$ cat config.mk
export PLATFORM = sky130hd
export DESIGN_NAME = timer_input_capture_unit
export DESIGN_NICKNAME = d
export VERILOG_FILES = /design/src/hdl/tic_pkg.sv /design/src/hdl/tic_regs.sv /design/src/hdl/timer_input_capture_unit.sv
export SDC_FILE = /design/constraint.sdc
export NUM_CORES = 1
export LEC_CHECK = 0
export CELL_PAD_IN_SITES_DETAIL_PLACEMENT = 1
export CELL_PAD_IN_SITES_GLOBAL_PLACEMENT = 1
export CORE_MARGIN = 3
export CORE_UTILIZATION = 40
export DETAILED_ROUTE_END_ITERATION = 8
export DONT_BUFFER_PORTS = 1
export MAX_ROUTING_LAYER = met4
export PLACE_DENSITY = 0.69
export SYNTH_ARGS = -nofsm -noshare
export SYNTH_HDL_FRONTEND = slang
export SYNTH_SLANG_ARGS = --single-unit
$ cat constraint.sdc
create_clock -name clk -period 6.7 [get_ports clk]
set_clock_uncertainty 0.05 [all_clocks]
set_input_delay 1.34 -clock clk [delete_from_list [all_inputs] [get_ports clk]]
set_output_delay 1.34 -clock clk [all_outputs]
set_load 0.05 [all_outputs]
$ cat src/hdl/tic_pkg.sv
`default_nettype none

package tic_pkg;

	localparam int unsigned TIC_COUNT_WIDTH_DEF = 32;
	localparam int unsigned TIC_CHANNELS_DEF    = 4;

	localparam int unsigned TIC_DATA_W   = 32;
	localparam int unsigned TIC_FLAGS_W  = 5;
	localparam int unsigned TIC_PINS_W   = 4;
	localparam int unsigned TIC_CHAN_W   = 2;
	localparam int unsigned TIC_REQ_W    = 3;
	localparam int unsigned TIC_SDATA_W  = 40;
	localparam int unsigned TIC_MDATA_W  = 40;
	localparam int unsigned TIC_CFG_IDX_W = 3;

	typedef enum logic [TIC_REQ_W-1:0] {
		REQ_TICK      = 3'd0,
		REQ_READ_CNT  = 3'd1,
		REQ_READ_CAP  = 3'd2,
		REQ_WRITE_CNT = 3'd3,
		REQ_CLEAR     = 3'd4,
		REQ_RUN_CTRL  = 3'd5
	} req_t;

	typedef enum logic [TIC_CFG_IDX_W-1:0] {
		CFG_PRESCALE   = 3'd0,
		CFG_MATCH      = 3'd1,
		CFG_RISE_EN    = 3'd2,
		CFG_FALL_EN    = 3'd3,
		CFG_CAP_IRQ_EN = 3'd4,
		CFG_MAT_IRQ_EN = 3'd5
	} cfg_idx_t;

	localparam logic [TIC_DATA_W-1:0] RUN_STOP  = 32'd0;
	localparam logic [TIC_DATA_W-1:0] RUN_START = 32'd1;
	localparam logic [TIC_DATA_W-1:0] RUN_RESET = 32'd2;

	typedef struct packed {
		logic [TIC_DATA_W-1:0] prescale;
		logic [TIC_DATA_W-1:0] match_value;
		logic [TIC_PINS_W-1:0] rise_enable;
		logic [TIC_PINS_W-1:0] fall_enable;
		logic [TIC_PINS_W-1:0] capture_irq_enable;
		logic                  match_irq_enable;
	} cfg_t;

endpackage

`default_nettype wire

$ cat src/hdl/tic_regs.sv
`default_nettype none

module tic_regs (
	input  wire logic                               clk,
	input  wire logic                               arst_n,
	input  wire logic                               cfg_we,
	input  wire logic [tic_pkg::TIC_CFG_IDX_W-1:0] cfg_index,
	input  wire logic [tic_pkg::TIC_DATA_W-1:0]    cfg_wdata,
	output tic_pkg::cfg_t                           cfg
);
	import tic_pkg::*;

	cfg_t cfg_q;

	always_ff @(posedge clk or negedge arst_n) begin
		if (!arst_n) begin
			cfg_q.prescale           <= '0;
			cfg_q.match_value        <= '1;
			cfg_q.rise_enable        <= '0;
			cfg_q.fall_enable        <= '0;
			cfg_q.capture_irq_enable <= '0;
			cfg_q.match_irq_enable   <= 1'b0;
		end else if (cfg_we) begin
			case (cfg_idx_t'(cfg_index))
				CFG_PRESCALE:   cfg_q.prescale           <= cfg_wdata;
				CFG_MATCH:      cfg_q.match_value        <= cfg_wdata;
				CFG_RISE_EN:    cfg_q.rise_enable        <= cfg_wdata[TIC_PINS_W-1:0];
				CFG_FALL_EN:    cfg_q.fall_enable        <= cfg_wdata[TIC_PINS_W-1:0];
				CFG_CAP_IRQ_EN: cfg_q.capture_irq_enable <= cfg_wdata[TIC_PINS_W-1:0];
				CFG_MAT_IRQ_EN: cfg_q.match_irq_enable   <= cfg_wdata[0];
				default: ;
			endcase
		end
	end

	assign cfg = cfg_q;

endmodule

`default_nettype wire

$ cat src/hdl/timer_input_capture_unit.sv
`default_nettype none

// Up-counting timer with prescaler, match wrap and input capture on up to four
// pins. Every transaction (tick, counter/capture read, counter write, flag clear,
// run control) is taken into an input register, handled there and returns
// one result from the output register: one transaction per clock unless
// m_tready stalls the output register. Counter, prescaler, capture and flag
// registers update as a transaction is handled. The result carries read data
// (zero for non-read requests), the pending flags after the request (bit 0 match
// wrap, bits 1 and up capture channels) and the masked interrupt. Flags are
// write-one-to-clear; a start command clears them all.
module timer_input_capture_unit #(
	parameter int unsigned COUNT_WIDTH = tic_pkg::TIC_COUNT_WIDTH_DEF,
	parameter int unsigned CHANNELS    = tic_pkg::TIC_CHANNELS_DEF
) (
	input  wire logic                               clk,
	input  wire logic                               arst_n,
	input  wire logic                               s_tvalid,
	output      logic                               s_tready,
	// pin_levels[3:0], channel[5:4], data[37:6], zero pad
	input  wire logic [tic_pkg::TIC_SDATA_W-1:0]   s_tdata,
	// req_type[2:0]
	input  wire logic [tic_pkg::TIC_REQ_W-1:0]     s_tuser,
	output      logic                               m_tvalid,
	input  wire logic                               m_tready,
	// read_data[31:0], flags[36:32], irq[37], zero pad
	output      logic [tic_pkg::TIC_MDATA_W-1:0]   m_tdata,
	input  wire logic                               cfg_we,
	input  wire logic [tic_pkg::TIC_CFG_IDX_W-1:0] cfg_index,
	input  wire logic [tic_pkg::TIC_DATA_W-1:0]    cfg_wdata
);
	import tic_pkg::*;

	localparam int unsigned FLAG_W = CHANNELS + 1;

	cfg_t cfg;

	tic_regs u_regs (
		.clk       (clk),
		.arst_n    (arst_n),
		.cfg_we    (cfg_we),
		.cfg_index (cfg_index),
		.cfg_wdata (cfg_wdata),
		.cfg       (cfg)
	);

	// input register
	logic                  valid_s1;
	req_t                  req_s1;
	logic [TIC_PINS_W-1:0] pins_s1;
	logic [TIC_CHAN_W-1:0] chan_s1;
	logic [TIC_DATA_W-1:0] data_s1;

	// timer state
	logic [TIC_DATA_W-1:0]  presc_q;
	logic [COUNT_WIDTH-1:0] count_q;
	logic [COUNT_WIDTH-1:0] cap_q [CHANNELS];
	logic [FLAG_W-1:0]      flag_q;
	logic [CHANNELS-1:0]    prev_q;
	logic                   run_q;

	// result register
	logic                   out_valid_q;
	logic [TIC_DATA_W-1:0]  out_rd_q;
	logic [TIC_FLAGS_W-1:0] out_flags_q;
	logic                   out_irq_q;

	logic                   adv;
	logic                   proc;

	logic [TIC_DATA_W-1:0]  presc_d;
	logic [COUNT_WIDTH-1:0] count_d;
	logic [FLAG_W-1:0]      flag_d;
	logic [CHANNELS-1:0]    prev_d;
	logic                   run_d;
	logic [CHANNELS-1:0]    cap_we;
	logic [COUNT_WIDTH-1:0] rd;
	logic                   irq_d;
	logic [CHANNELS-1:0]    pins;
	logic [CHANNELS-1:0]    hit;

	assign adv      = !out_valid_q || m_tready;
	assign proc     = valid_s1 && adv;
	assign s_tready = !valid_s1 || adv;

	assign pins = pins_s1[CHANNELS-1:0];
	assign hit  = ((pins & ~prev_q) & cfg.rise_enable[CHANNELS-1:0])
		| ((~pins & prev_q) & cfg.fall_enable[CHANNELS-1:0]);

	always_comb begin
		presc_d = presc_q;
		count_d = count_q;
		flag_d  = flag_q;
		prev_d  = prev_q;
		run_d   = run_q;
		cap_we  = '0;
		rd      = '0;
		case (req_s1)
			REQ_TICK: begin
				// captures take the count from before this tick's advance
				cap_we = hit;
				flag_d = flag_q | {hit, 1'b0};
				prev_d = pins;
				if (run_q) begin
					if (presc_q >= cfg.prescale) begin
						presc_d = '0;
						if (count_q == cfg.match_value[COUNT_WIDTH-1:0]) begin
							count_d   = '0;
							flag_d[0] = 1'b1;
						end else begin
							count_d = count_q + COUNT_WIDTH'(1);
						end
					end else begin
						presc_d = presc_q + TIC_DATA_W'(1);
					end
				end
			end
			REQ_READ_CNT: rd = count_q;
			REQ_READ_CAP: begin
				for (int i = 0; i < CHANNELS; i++) begin
					if (chan_s1 == TIC_CHAN_W'(i)) rd = cap_q[i];
				end
			end
			REQ_WRITE_CNT: begin
				count_d = data_s1[COUNT_WIDTH-1:0];
				presc_d = '0;
			end
			REQ_CLEAR: flag_d = flag_q & ~data_s1[FLAG_W-1:0];
			REQ_RUN_CTRL: begin
				if (data_s1 == RUN_STOP) begin
					run_d = 1'b0;
				end else if (data_s1 == RUN_START) begin
					run_d  = 1'b1;
					flag_d = '0;
				end else if (data_s1 == RUN_RESET) begin
					count_d = '0;
					presc_d = '0;
				end
			end
			default: ;
		endcase
		irq_d = (flag_d[0] & cfg.match_irq_enable)
			| (|(flag_d[CHANNELS:1] & cfg.capture_irq_enable[CHANNELS-1:0]));
	end

	always_ff @(posedge clk or negedge arst_n) begin
		if (!arst_n) begin
			valid_s1 <= 1'b0;
		end else if (s_tready) begin
			valid_s1 <= s_tvalid;
		end
	end

	always_ff @(posedge clk) begin
		if (s_tvalid && s_tready) begin
			req_s1  <= req_t'(s_tuser);
			pins_s1 <= s_tdata[3:0];
			chan_s1 <= s_tdata[5:4];
			data_s1 <= s_tdata[37:6];
		end
	end

	always_ff @(posedge clk or negedge arst_n) begin
		if (!arst_n) begin
			presc_q <= '0;
			count_q <= '0;
			flag_q  <= '0;
			prev_q  <= '0;
			run_q   <= 1'b0;
			for (int i = 0; i < CHANNELS; i++) cap_q[i] <= '0;
		end else if (proc) begin
			presc_q <= presc_d;
			count_q <= count_d;
			flag_q  <= flag_d;
			prev_q  <= prev_d;
			run_q   <= run_d;
			for (int i = 0; i < CHANNELS; i++) begin
				if (cap_we[i]) cap_q[i] <= count_q;
			end
		end
	end

	always_ff @(posedge clk or negedge arst_n) begin
		if (!arst_n) begin
			out_valid_q <= 1'b0;
		end else if (adv) begin
			out_valid_q <= valid_s1;
		end
	end

	always_ff @(posedge clk) begin
		if (proc) begin
			out_rd_q    <= TIC_DATA_W'(rd);
			out_flags_q <= TIC_FLAGS_W'(flag_d);
			out_irq_q   <= irq_d;
		end
	end

	assign m_tvalid = out_valid_q;
	assign m_tdata  = {2'b00, out_irq_q, out_flags_q, out_rd_q};

	// a counter write always restarts the prescaler
	a_wr_clears_presc: assert property (@(posedge clk) disable iff (!arst_n)
		(proc && req_s1 == REQ_WRITE_CNT) |=> (presc_q == '0))
		else $error("prescaler not cleared by counter write");

	// start leaves the timer running with no pending flags
	a_start_clears: assert property (@(posedge clk) disable iff (!arst_n)
		(proc && req_s1 == REQ_RUN_CTRL && data_s1 == RUN_START)
		|=> (run_q && flag_q == '0))
		else $error("start did not clear flags or set running");

	// a stalled input stage keeps its transaction
	a_s1_hold: assert property (@(posedge clk) disable iff (!arst_n)
		(valid_s1 && !adv) |=> (valid_s1 && $stable(req_s1) && $stable(data_s1)))
		else $error("input stage lost a stalled transaction");

endmodule

`default_nettype wire

==> results of run 1 <==
[state kept, by name, summed over array words and instances (netlist names)]
name	flops
cap_q	128
u_regs.cfg	77
count_q	32
data_s1	32
out_rd_q	32
presc_q	32
flag_q	5
out_flags_q	5
pins	4
prev_q	4
req_s1	3
chan_s1	2
m_tvalid	1
out_irq_q	1
run_q	1
valid_s1	1
[cell families (layout without fill, tap and decap cells)]
group	count (synthesis)	in the layout	share of synthesized area
AOI/OAI and AO/OA	273	273	0.104
xor gates and xnor gates	58	58	0.0301
adders and majority gates	34	34	0.0252
buffers and inverters	149	141	0.0400
DFF	360	360	0.559
muxes	168	168	0.133
other	1	11	0.000222
and+or+nand+nor	374	374	0.107
[layout make-up]
| cell class | instances | area (um^2) | area share |
|---|---|---|---|
| Sequential cell | 360 | 9440 | 0.507 |
| Multi-Input combinational cell | 909 | 6800 | 0.365 |
| Clock buffer | 62 | 1210 | 0.0648 |
| Tap cell | 532 | 666 | 0.0357 |
| Inverter | 52 | 195 | 0.0105 |
| Clock inverter | 13 | 189 | 0.0101 |
| Timing Repair Buffer | 14 | 105 | 0.00564 |
| Antenna cell | 9 | 22.5 | 0.00121 |
[worst reg2reg max path, delay by kind of cell, from the launching register on]
family | cells | cell delay [ns]
simple gates | 3 | 1.55
compound gates | 4 | 0.88
buf+inv | 2 | 0.50
flops | 1 | 0.41
fa+ha+maj | 1 | 0.28
[path summary, 6_finish.rpt]
check / end / slack, ns / cells after the start
min: cap_q[75] / 0.43 / 2
max in group asynchronous: u_regs.cfg[15] / 5.74 / 0
min in group asynchronous: u_regs.cfg[68] / 0.44 / 0
min reg2reg: cap_q[75] / 0.43 / 2
max reg2reg: count_q[6] / 2.86 / 10
max: count_q[6] / 2.86 / 10
[where the power goes]
group,switching (W),internal [W]
combinational,0.000327,0.000281
sequential,0.000277,0.00253
clock,0.000923,0.00141
total,0.00153,0.00422
[per-layer routing]
layer	track usage	routed length, um
met1	0.276	20300
met2	0.330	21600
met3	0.0459	2470
met4	0.0744	1520
met5	-	0
[cell usage in the layout (no fill, tap or decap), types with 34 or more instances in the layout]
master     netlist  routed
o21ai_0        121     121
dfrtp_1        249     249
xnor2_1         37      37
nand2_1        151     151
mux2_2         136     136
inv_1           51      51
a22o_1          38      38
nor2_1          64      63
clkbuf_16        0      43
edfxtp_1        79      79
nand3_1         36      36
ha_1            34      34
[per-stage QoR]
stage | cells | cell area (um^2) | setup WS, ns
global route | 1951 | 18600 | 2.60
CTS | 1942 | 18600 | 2.80
floorplan | 1418 | 16900 | 2.96
finish | 1951 | 18600 | 2.86
detailed placement | 1867 | 17200 | 2.34
global placement | 1867 | 17200 | 2.36
==> results.md, run 1 <==
- Gpl congestion: 0.828
- Critical Path Max Stage Delay: 0.85 ns
- Setup crit end kind: register
- Routed Antenna Nets: 0
- CP max stage cell: or2_1
- Post-DP HPWL: 30.4 mm
- Overall power: 0.00574 W
- Status: finished, final reports clean
- DR WL/cell: 23.5 um
- Worst-path maximum fanout: 39
- Most common library cells after synthesis: dfrtp_1, nand2_1, mux2_2
- Total Nets Final: 1495
- Crit path buf inv count: 2
- Leading area contributor after synthesis: dfrtp_1
- Flop and latch count out of synthesis: 360
- First-pass DRT Iterations: 5
- Final setup fails: 0
- Post_cts resized: 0
- Syn avg cell area: 11.9 um^2
- Hold WS: 0.429 ns
- Synth Warn #: 0
- Hold-fix buffers, CTS: 0
- Ports: 125
- Slew @ Worst Pin: 1.13 ns
- Max-cap check violation count: 0
- Die W: 211 um
- Setup Crit Path Kind: register to register
- Vias in the first global route: 11800
- Reg clk slew, reported paths: 0.06 ns
- Rel. slew slack: 0.247
- Worst R2R Start: presc_q[0]
- Num rows: 74
- Synth Flop Type: dfrtp_1
- Distinct cells, synth: 68
- Area grow syn2layout: 10.4%
- Top-area cell type share of the netlist area: 0.369
- Min-delay src: cap_q[75]
- Final core occ: 0.451
- Post-synthesis sequential area ratio: 0.559
- PD cells: 308 nW/um^2
- Starting Density: 0.409
- Asr flop ratio synth: 0.781
- CTS max path bufs: 3
- CP required: 7.04 ns
- Initial antenna violation count: 10
- Setup_tns: 0 ns
- Layout cells sized above 1: 0.213
- CP arrival: 4.18 ns
- Final WL: 45.9 mm
- Num CTS Buffers: 41
- Die Footprint: 44700 um^2
- IO Port Bufs: 0
- Initial detailed-routing violation count: 662
- Final Max Tran Viols: 0
- Crit path time final: 3.84 ns
- Via density: 5.75
- Vias: 11200
- Post-Syn Area: 16900 um^2
- Pin count of the biggest net entering global routing: 282
- H-Tree Depth: 2
- Hold Path Class: register to register
- Worst vdd ir: 0.241 mV
- CP Launch Type: register
- Root buf cell: clkbuf_16
- # fillers: 4312
- Leak pwr: 7.76 nW
- EDFF count, synth: 79
- RSZ-0062 raised after global routing: false
- Worst setup startpoint: presc_q[0]
- Grt ovf: 0
- Area contributors post-synth: dfrtp_1, edfxtp_1, mux2_2
- Fmax: 261 MHz
- DRC viols: 0
- Most common cell in the netlist: dfrtp_1
- # clock sinks: 360
- Final period util: 0.573
- Skew-Pair Late Insertion Delay: 0.57 ns
- First-pass GRT wire length: 70.6 mm
- Setup Buffers After CTS: 0
- CTS tree: built
- Worst path cell trace: inv_1 -> ha_1 -> nand2b_4 -> a2111oi_2 -> a2111oi_0 -> or4_4 -> a21oi_4 -> buf_4 -> or2_1 -> o21ai_0
- Core box area: 41300 um^2
- Synth Instances: 1417
- GRT Total Usage: 0.212
- Cell family with most CP delay: simple AND/OR/NAND/NOR gates
- Final Hold Fails: 0
- Die Height: 211 um
No activity file was read; power rests on OpenSTA's default activity.
==> run 2, diff against run 1 <==
==> constraint.sdc (replaced) <==
create_clock -name clk -period 3.8 [get_ports clk]
set_clock_uncertainty 0.05 [all_clocks]
set_input_delay 0.76 -clock clk [delete_from_list [all_inputs] [get_ports clk]]
set_output_delay 0.76 -clock clk [all_outputs]
set_load 0.05 [all_outputs]
==> results.md, run 2 (synthesized netlist as in run 1, its figures left out) <==
- Cell family with most CP delay: simple AND/OR/NAND/NOR gates
- GRT Total Usage: 0.215 (+0.00260)
- DR WL/cell: 23.4 um (-0.51%)
- PD cells: 531 nW/um^2 (+72%)
- Vias: 11200 (-0.38%)
- Rel. slew slack: 0.259 (+0.0123)
- Routed Antenna Nets: 0 (unchanged)
- GRT met2 Usage: 0.343 (+0.0127)
- Via density: 5.69 (-1.0%)
- Setup_tns: 0 ns (unchanged)
- Leak pwr: 7.79 nW (+0.42%)
- First-pass DRT Iterations: 5 (unchanged)
- Setup Buffers After CTS: 0 (unchanged)
- Fmax: 295 MHz (+13%)
- H-Tree Depth: 2 (unchanged)
- Hold Path Class: primary input to async pin
- Failing checks: negative hold slack
- Setup ws final: 0.409 ns (-2.45 ns)
- Skew-Pair Late Insertion Delay: 0.58 ns (about the same)
- Vias in the first global route: 12000 (+1.8%)
- Num CTS Buffers: 42 (+2.4%)
- Worst path cell trace: inv_1 -> ha_1 -> nand2b_4 -> a2111oi_2 -> a2111oi_0 -> or4_4 -> a21oi_4 -> or2_1 -> o21ai_0
- Max-cap check violation count: 0 (unchanged)
- Pin count of the biggest net entering global routing: 282 (unchanged)
- Max FFs per register: 128 (unchanged)
- Final setup fails: 0 (unchanged)
- Critical Path Max Stage Delay: 0.86 ns (about the same)
- CP arrival: 3.72 ns (-0.46 ns)
- Post-DP HPWL: 30.8 mm (+1.3%)
- Die Height: 211 um (unchanged)
- Initial antenna violation count: 11 (+1)
- Dpl ws: 0.408 ns (-1.93 ns)
- Total Nets Final: 1506 (+0.74%)
- Reg2reg setup slack: 0.41 ns (-2.45 ns)
- CP required: 4.13 ns (-2.91 ns)
- Commonest non-fill, non-tap cell in the layout: dfrtp_1
- Final WL: 45.9 mm (+0.15%)
- First-pass GRT wire length: 71.7 mm (+1.6%)
- Layout cells sized above 1: 0.218 (+0.00524)
- Gpl congestion: 0.872 (+5.3%)
- Area grow syn2layout: 10.6%
- Worst setup startpoint: presc_q[0]
- GR Util met1: 0.277 (+0.000434)
- Ports: 125 (unchanged)
- CTS tree: built
- Grt ovf: 0 (unchanged)
- Die Footprint: 44700 um^2 (unchanged)
- DRC viols: 0 (unchanged)
- Post_cts resized: 0 (unchanged)
- Status: complete, but fails checks
- Initial detailed-routing violation count: 821 (+24%)
- IO Port Bufs: 0 (unchanged)
- Starting Density: 0.409 (unchanged)
- Grt met3 use: 0.0542 (+0.00830)
- Die W: 211 um (unchanged)
- Slew @ Worst Pin: 1.11 ns (-0.0144 ns)
- Final period util: 0.892 (+0.320)
- Worst R2R Start: presc_q[0]
- Final Max Tran Viols: 0 (unchanged)
- Crit path time final: 3.39 ns (-0.446 ns)
- Hold WS: -0.142 ns (-0.571 ns)
- Crit path buf inv count: 1 (-1)
- Most frequent cells in the layout: dfrtp_1, nand2_1, mux2_2, o21ai_0, edfxtp_1
- Num rows: 74 (unchanged)
- Reg clk slew, reported paths: 0.06 ns (about the same)
- CP max stage cell: or2_1
- Setup Crit Path Kind: register to register
- Root buf cell: clkbuf_16
- Worst-path maximum fanout: 27 (-31%)
- Core box area: 41300 um^2 (unchanged)
- # fillers: 4320 (+0.19%)
- Worst vdd ir: 0.359 mV (+49%)
- Final Hold Fails: 249 (+249)
- CP Launch Type: register
- Largest register by flop count: cap_q
- Grt peak-use layer: met2
- RSZ-0062 raised after global routing: false
- Setup crit end kind: register
- CTS max path bufs: 3 (unchanged)
- # clock sinks: 360 (unchanged)
[run 2: changes by cell type in the layout (fill, tap and decap cells not counted), sizes merged]
cell    change
diode       +1
clkinv     +13
buf        +10
bufinv      -2
clkbuf      -9
[run 2: path summary, 6_finish.rpt]
kind                       depth (start not counted)     endpoint
max                                                9  count_q[13]
min                                                0  presc_q[17]
max reg2reg                                        9  count_q[13]
min reg2reg                                        2    cap_q[46]
max in group asynchronous                          0     cap_q[7]
min in group clk                                   0  data_s1[11]
[run 2: worst reg2reg max path: stages (launching register included)]
cell,delay (ns)
dfrtp_1,0.41
inv_1,0.06
ha_1,0.27
nand2b_4,0.14
a2111oi_2,0.33
a2111oi_0,0.13
or4_4,0.53
a21oi_4,0.15
or2_1,0.86
o21ai_0,0.27
[run 2: where the power goes]
group          internal [W]  leakage (nW)  switching [W]  total [W]
Sequential          0.00446          4.42       0.000491    0.00495
Clock               0.00227         0.654        0.00162    0.00390
Combinational      0.000502          2.72       0.000567    0.00107
[run 2: area by class of cell]
class | instances | area [um^2] | area share
diodes | 10 | 25.0 | 0.00134
repair buffers | 24 | 205 | 0.0110
flip-flops and latches | 360 | 9440 | 0.506
well taps | 532 | 666 | 0.0357
clock inverters | 24 | 184 | 0.00985
multi-input cells | 909 | 6800 | 0.365
inverters | 52 | 195 | 0.0105
clock buffers | 53 | 1140 | 0.0613
[run 2: metal layers]
layer | share of wire | wire length, um
met5 | 0 | 0
met1 | 0.44 | 20200
met3 | 0.063 | 2880
met2 | 0.48 | 21800
met4 | 0.022 | 1020
[run 2: metrics by stage]
step                      utilization  total power [W]  area (um^2)  std cells  hold WS [ns]
after floorplan                     -          0.00572        16900       1418         0.394
after global placement          0.419          0.00602        17300       1877         0.407
after detailed placement        0.419          0.00609        17300       1877         0.418
after CTS                       0.451           0.0100        18600       1954        -0.166
after global routing            0.452           0.0104        18700       1963        -0.171
final                           0.452          0.00992        18700       1964        -0.142
==> run 3, diff against run 2 <==
--- a/config.mk
+++ b/config.mk
@@ -9,6 +9,7 @@
 export CELL_PAD_IN_SITES_GLOBAL_PLACEMENT = 1
 export CORE_MARGIN = 3
 export CORE_UTILIZATION = 40
+export CTS_BUF_LIST = sky130_fd_sc_hd__clkbuf_4
 export DETAILED_ROUTE_END_ITERATION = 8
 export DONT_BUFFER_PORTS = 1
 export MAX_ROUTING_LAYER = met4
@@ -16,3 +17,4 @@
 export SYNTH_ARGS = -nofsm -noshare
 export SYNTH_HDL_FRONTEND = slang
 export SYNTH_SLANG_ARGS = --single-unit
+export TNS_END_PERCENT = 20
==> results.md, run 3 (synthesized netlist as in run 1, its figures left out) <==
- Max-cap check violation count: 0 (unchanged)
- Initial detailed-routing violation count: 846 (+3.0%)
- Area grow syn2layout: 14.5%
- Worst setup startpoint: presc_q[0]
- Grt ovf: 0 (unchanged)
- Hold Path Class: primary input to async pin
- Die W: 211 um (unchanged)
- Die Footprint: 44700 um^2 (unchanged)
- Final Max Tran Viols: 0 (unchanged)
- Final instance area: 19300 um^2 (+3.6%)
- Reg2reg setup slack: 0.46 ns (+0.05 ns)
- Root buf cell: clkbuf_4
- Setup crit end kind: register
- Worst vdd ir: 0.333 mV (-7.3%)
- Final Hold Fails: 281 (+13%)
- Worst reg2reg path endpoint: count_q[2]
- CTS max path bufs: 3 (unchanged)
- H-Tree Depth: 3 (+1)
- RSZ-0062 raised after global routing: false
- GRT Total Usage: 0.223 (+0.00813)
- First-pass DRT Iterations: 5 (unchanged)
- R2R depth: 9 (unchanged)
- Largest register by flop count: cap_q
- Via density: 5.54 (-2.6%)
- CTS tree: built
- First-pass GRT wire length: 74.6 mm (+4.0%)
- Crit path time final: 3.34 ns (-0.0539 ns)
- Commonest non-fill, non-tap cell in the layout: dfrtp_1
- Slew @ Worst Pin: 1.11 ns (-0.000755 ns)
- CP required: 4.39 ns (+0.26 ns)
- CP Launch Type: register
- Setup_tns: 0 ns (unchanged)
- Worst R2R Start: presc_q[0]
- Placed Area: 17300 um^2 (unchanged)
- Worst-path maximum fanout: 27 (unchanged)
- Ports: 125 (unchanged)
- Layout cells sized above 1: 0.257 (+0.0392)
- CP arrival: 3.93 ns (+0.21 ns)
- Post_cts resized: 0 (unchanged)
- Gpl congestion: 0.872 (unchanged)
- Grt met3 use: 0.0473 (-0.00697)
- Core box area: 41300 um^2 (unchanged)
- Num CTS Buffers: 97 (+130%)
- PD cells: 499 nW/um^2 (-6.2%)
- Fmax: 300 MHz (+1.6%)
- Grt peak-use layer: met2
- Vias in the first global route: 12800 (+6.4%)
- Hold-fix buffers, CTS: 72
- Die Height: 211 um (unchanged)
- Setup Buffers After CTS: 0 (unchanged)
- Reg clk slew, reported paths: 0.07 ns (about the same)
- # clock sinks: 360 (unchanged)
- Skew-Pair Late Insertion Delay: 0.84 ns (+0.26 ns)
- GR Util met1: 0.289 (+0.0124)
- GRT met2 Usage: 0.354 (+0.0109)
- Failing checks: negative hold slack
- IO Port Bufs: 0 (unchanged)
- Final period util: 0.878 (-0.0142)
- DRC viols: 0 (unchanged)
- Initial antenna violation count: 6 (-5)
- CP endpoint: count_q[2]
- DR WL/cell: 22.3 um (-4.8%)
- Rel. slew slack: 0.260 (+0.000503)
- Final setup fails: 0 (unchanged)
- Vias: 11800 (+5.9%)
- Pin count of the biggest net entering global routing: 282 (unchanged)
- Leak pwr: 8.21 nW (+5.4%)
- Max FFs per register: 128 (unchanged)
- Most frequent cells in the layout: dfrtp_1, clkbuf_4, nand2_1, mux2_2, o21ai_0
- Routed Antenna Nets: 0 (unchanged)
- Setup Crit Path Kind: register to register
- Starting Density: 0.409 (unchanged)
- Final WL: 47.6 mm (+3.5%)
- Post-DP HPWL: 30.8 mm (unchanged)
- Hold WS: -0.397 ns (-0.255 ns)
- Status: complete, but fails checks
- Num rows: 74 (unchanged)
- Total Nets Final: 1633 (+8.4%)
run 3: cell count changes in the layout (fill, tap and decap cells not counted), sizes merged:
cell and change:
dlygate4sd3 +72, inv +1, clkbuf +104, clkinvlp -1, clkinv +2, bufinv -2
diode -4
run 3: worst min-delay path by stage:
stage              start           to
6_report          arst_n  count_q[18]
5_1_grt           arst_n    cap_q[92]
4_1_cts           arst_n   cap_q[106]
3_5_place_dp   cap_q[60]    cap_q[60]
3_3_place_gp   cap_q[12]    cap_q[12]
2_1_floorplan  cap_q[34]    cap_q[34]
run 3: report_power, final:
part	leakage (nW)	internal (W)	switching (W)	total, W
Sequential	4.42	0.00446	0.000491	0.00495
Combinational	3.02	0.000552	0.000592	0.00114
Clock	0.772	0.00187	0.00167	0.00355
Total	8.21	0.00688	0.00276	0.00964
run 3: cell type report:
cell class                 count  area [um^2]
antenna                        6         15.0
clock buffer                 157         1180
clock inverter                24          109
fill                        4409        22000
inverter                      52          195
multi-input combinational    909         6800
sequential                   360         9440
tap                          532          666
timing repair buffer          96          926
run 3: metal layers:
metal / vias up / part of all wire
met5: - / 0
met1: 6047 / 0.44
met3: 67 / 0.058
met4: 0 / 0.021
li1: 5394 / -
met2: 333 / 0.48
run 3: stage by stage:
step / util / power, W / setup WS [ns] / cells / hold slack, ns
after floorplan: - / 0.00572 / 0.635 / 1418 / 0.394
after global placement: 0.419 / 0.00602 / 0.457 / 1877 / 0.407
after detailed placement: 0.419 / 0.00609 / 0.408 / 1877 / 0.418
after CTS: 0.468 / 0.00976 / 0.445 / 2130 / -0.465
after global routing: 0.468 / 0.0102 / 0.148 / 2136 / -0.465
final: 0.468 / 0.00964 / 0.463 / 2136 / -0.397
run 3: critical path, cell delays in order (launching register included):
cell	delay, ns
dfrtp_1	0.42
inv_1	0.06
ha_1	0.27
nand2b_4	0.14
a2111oi_2	0.33
a2111oi_0	0.14
or4_4	0.53
a21oi_4	0.15
or2_1	0.85
o21ai_0	0.26
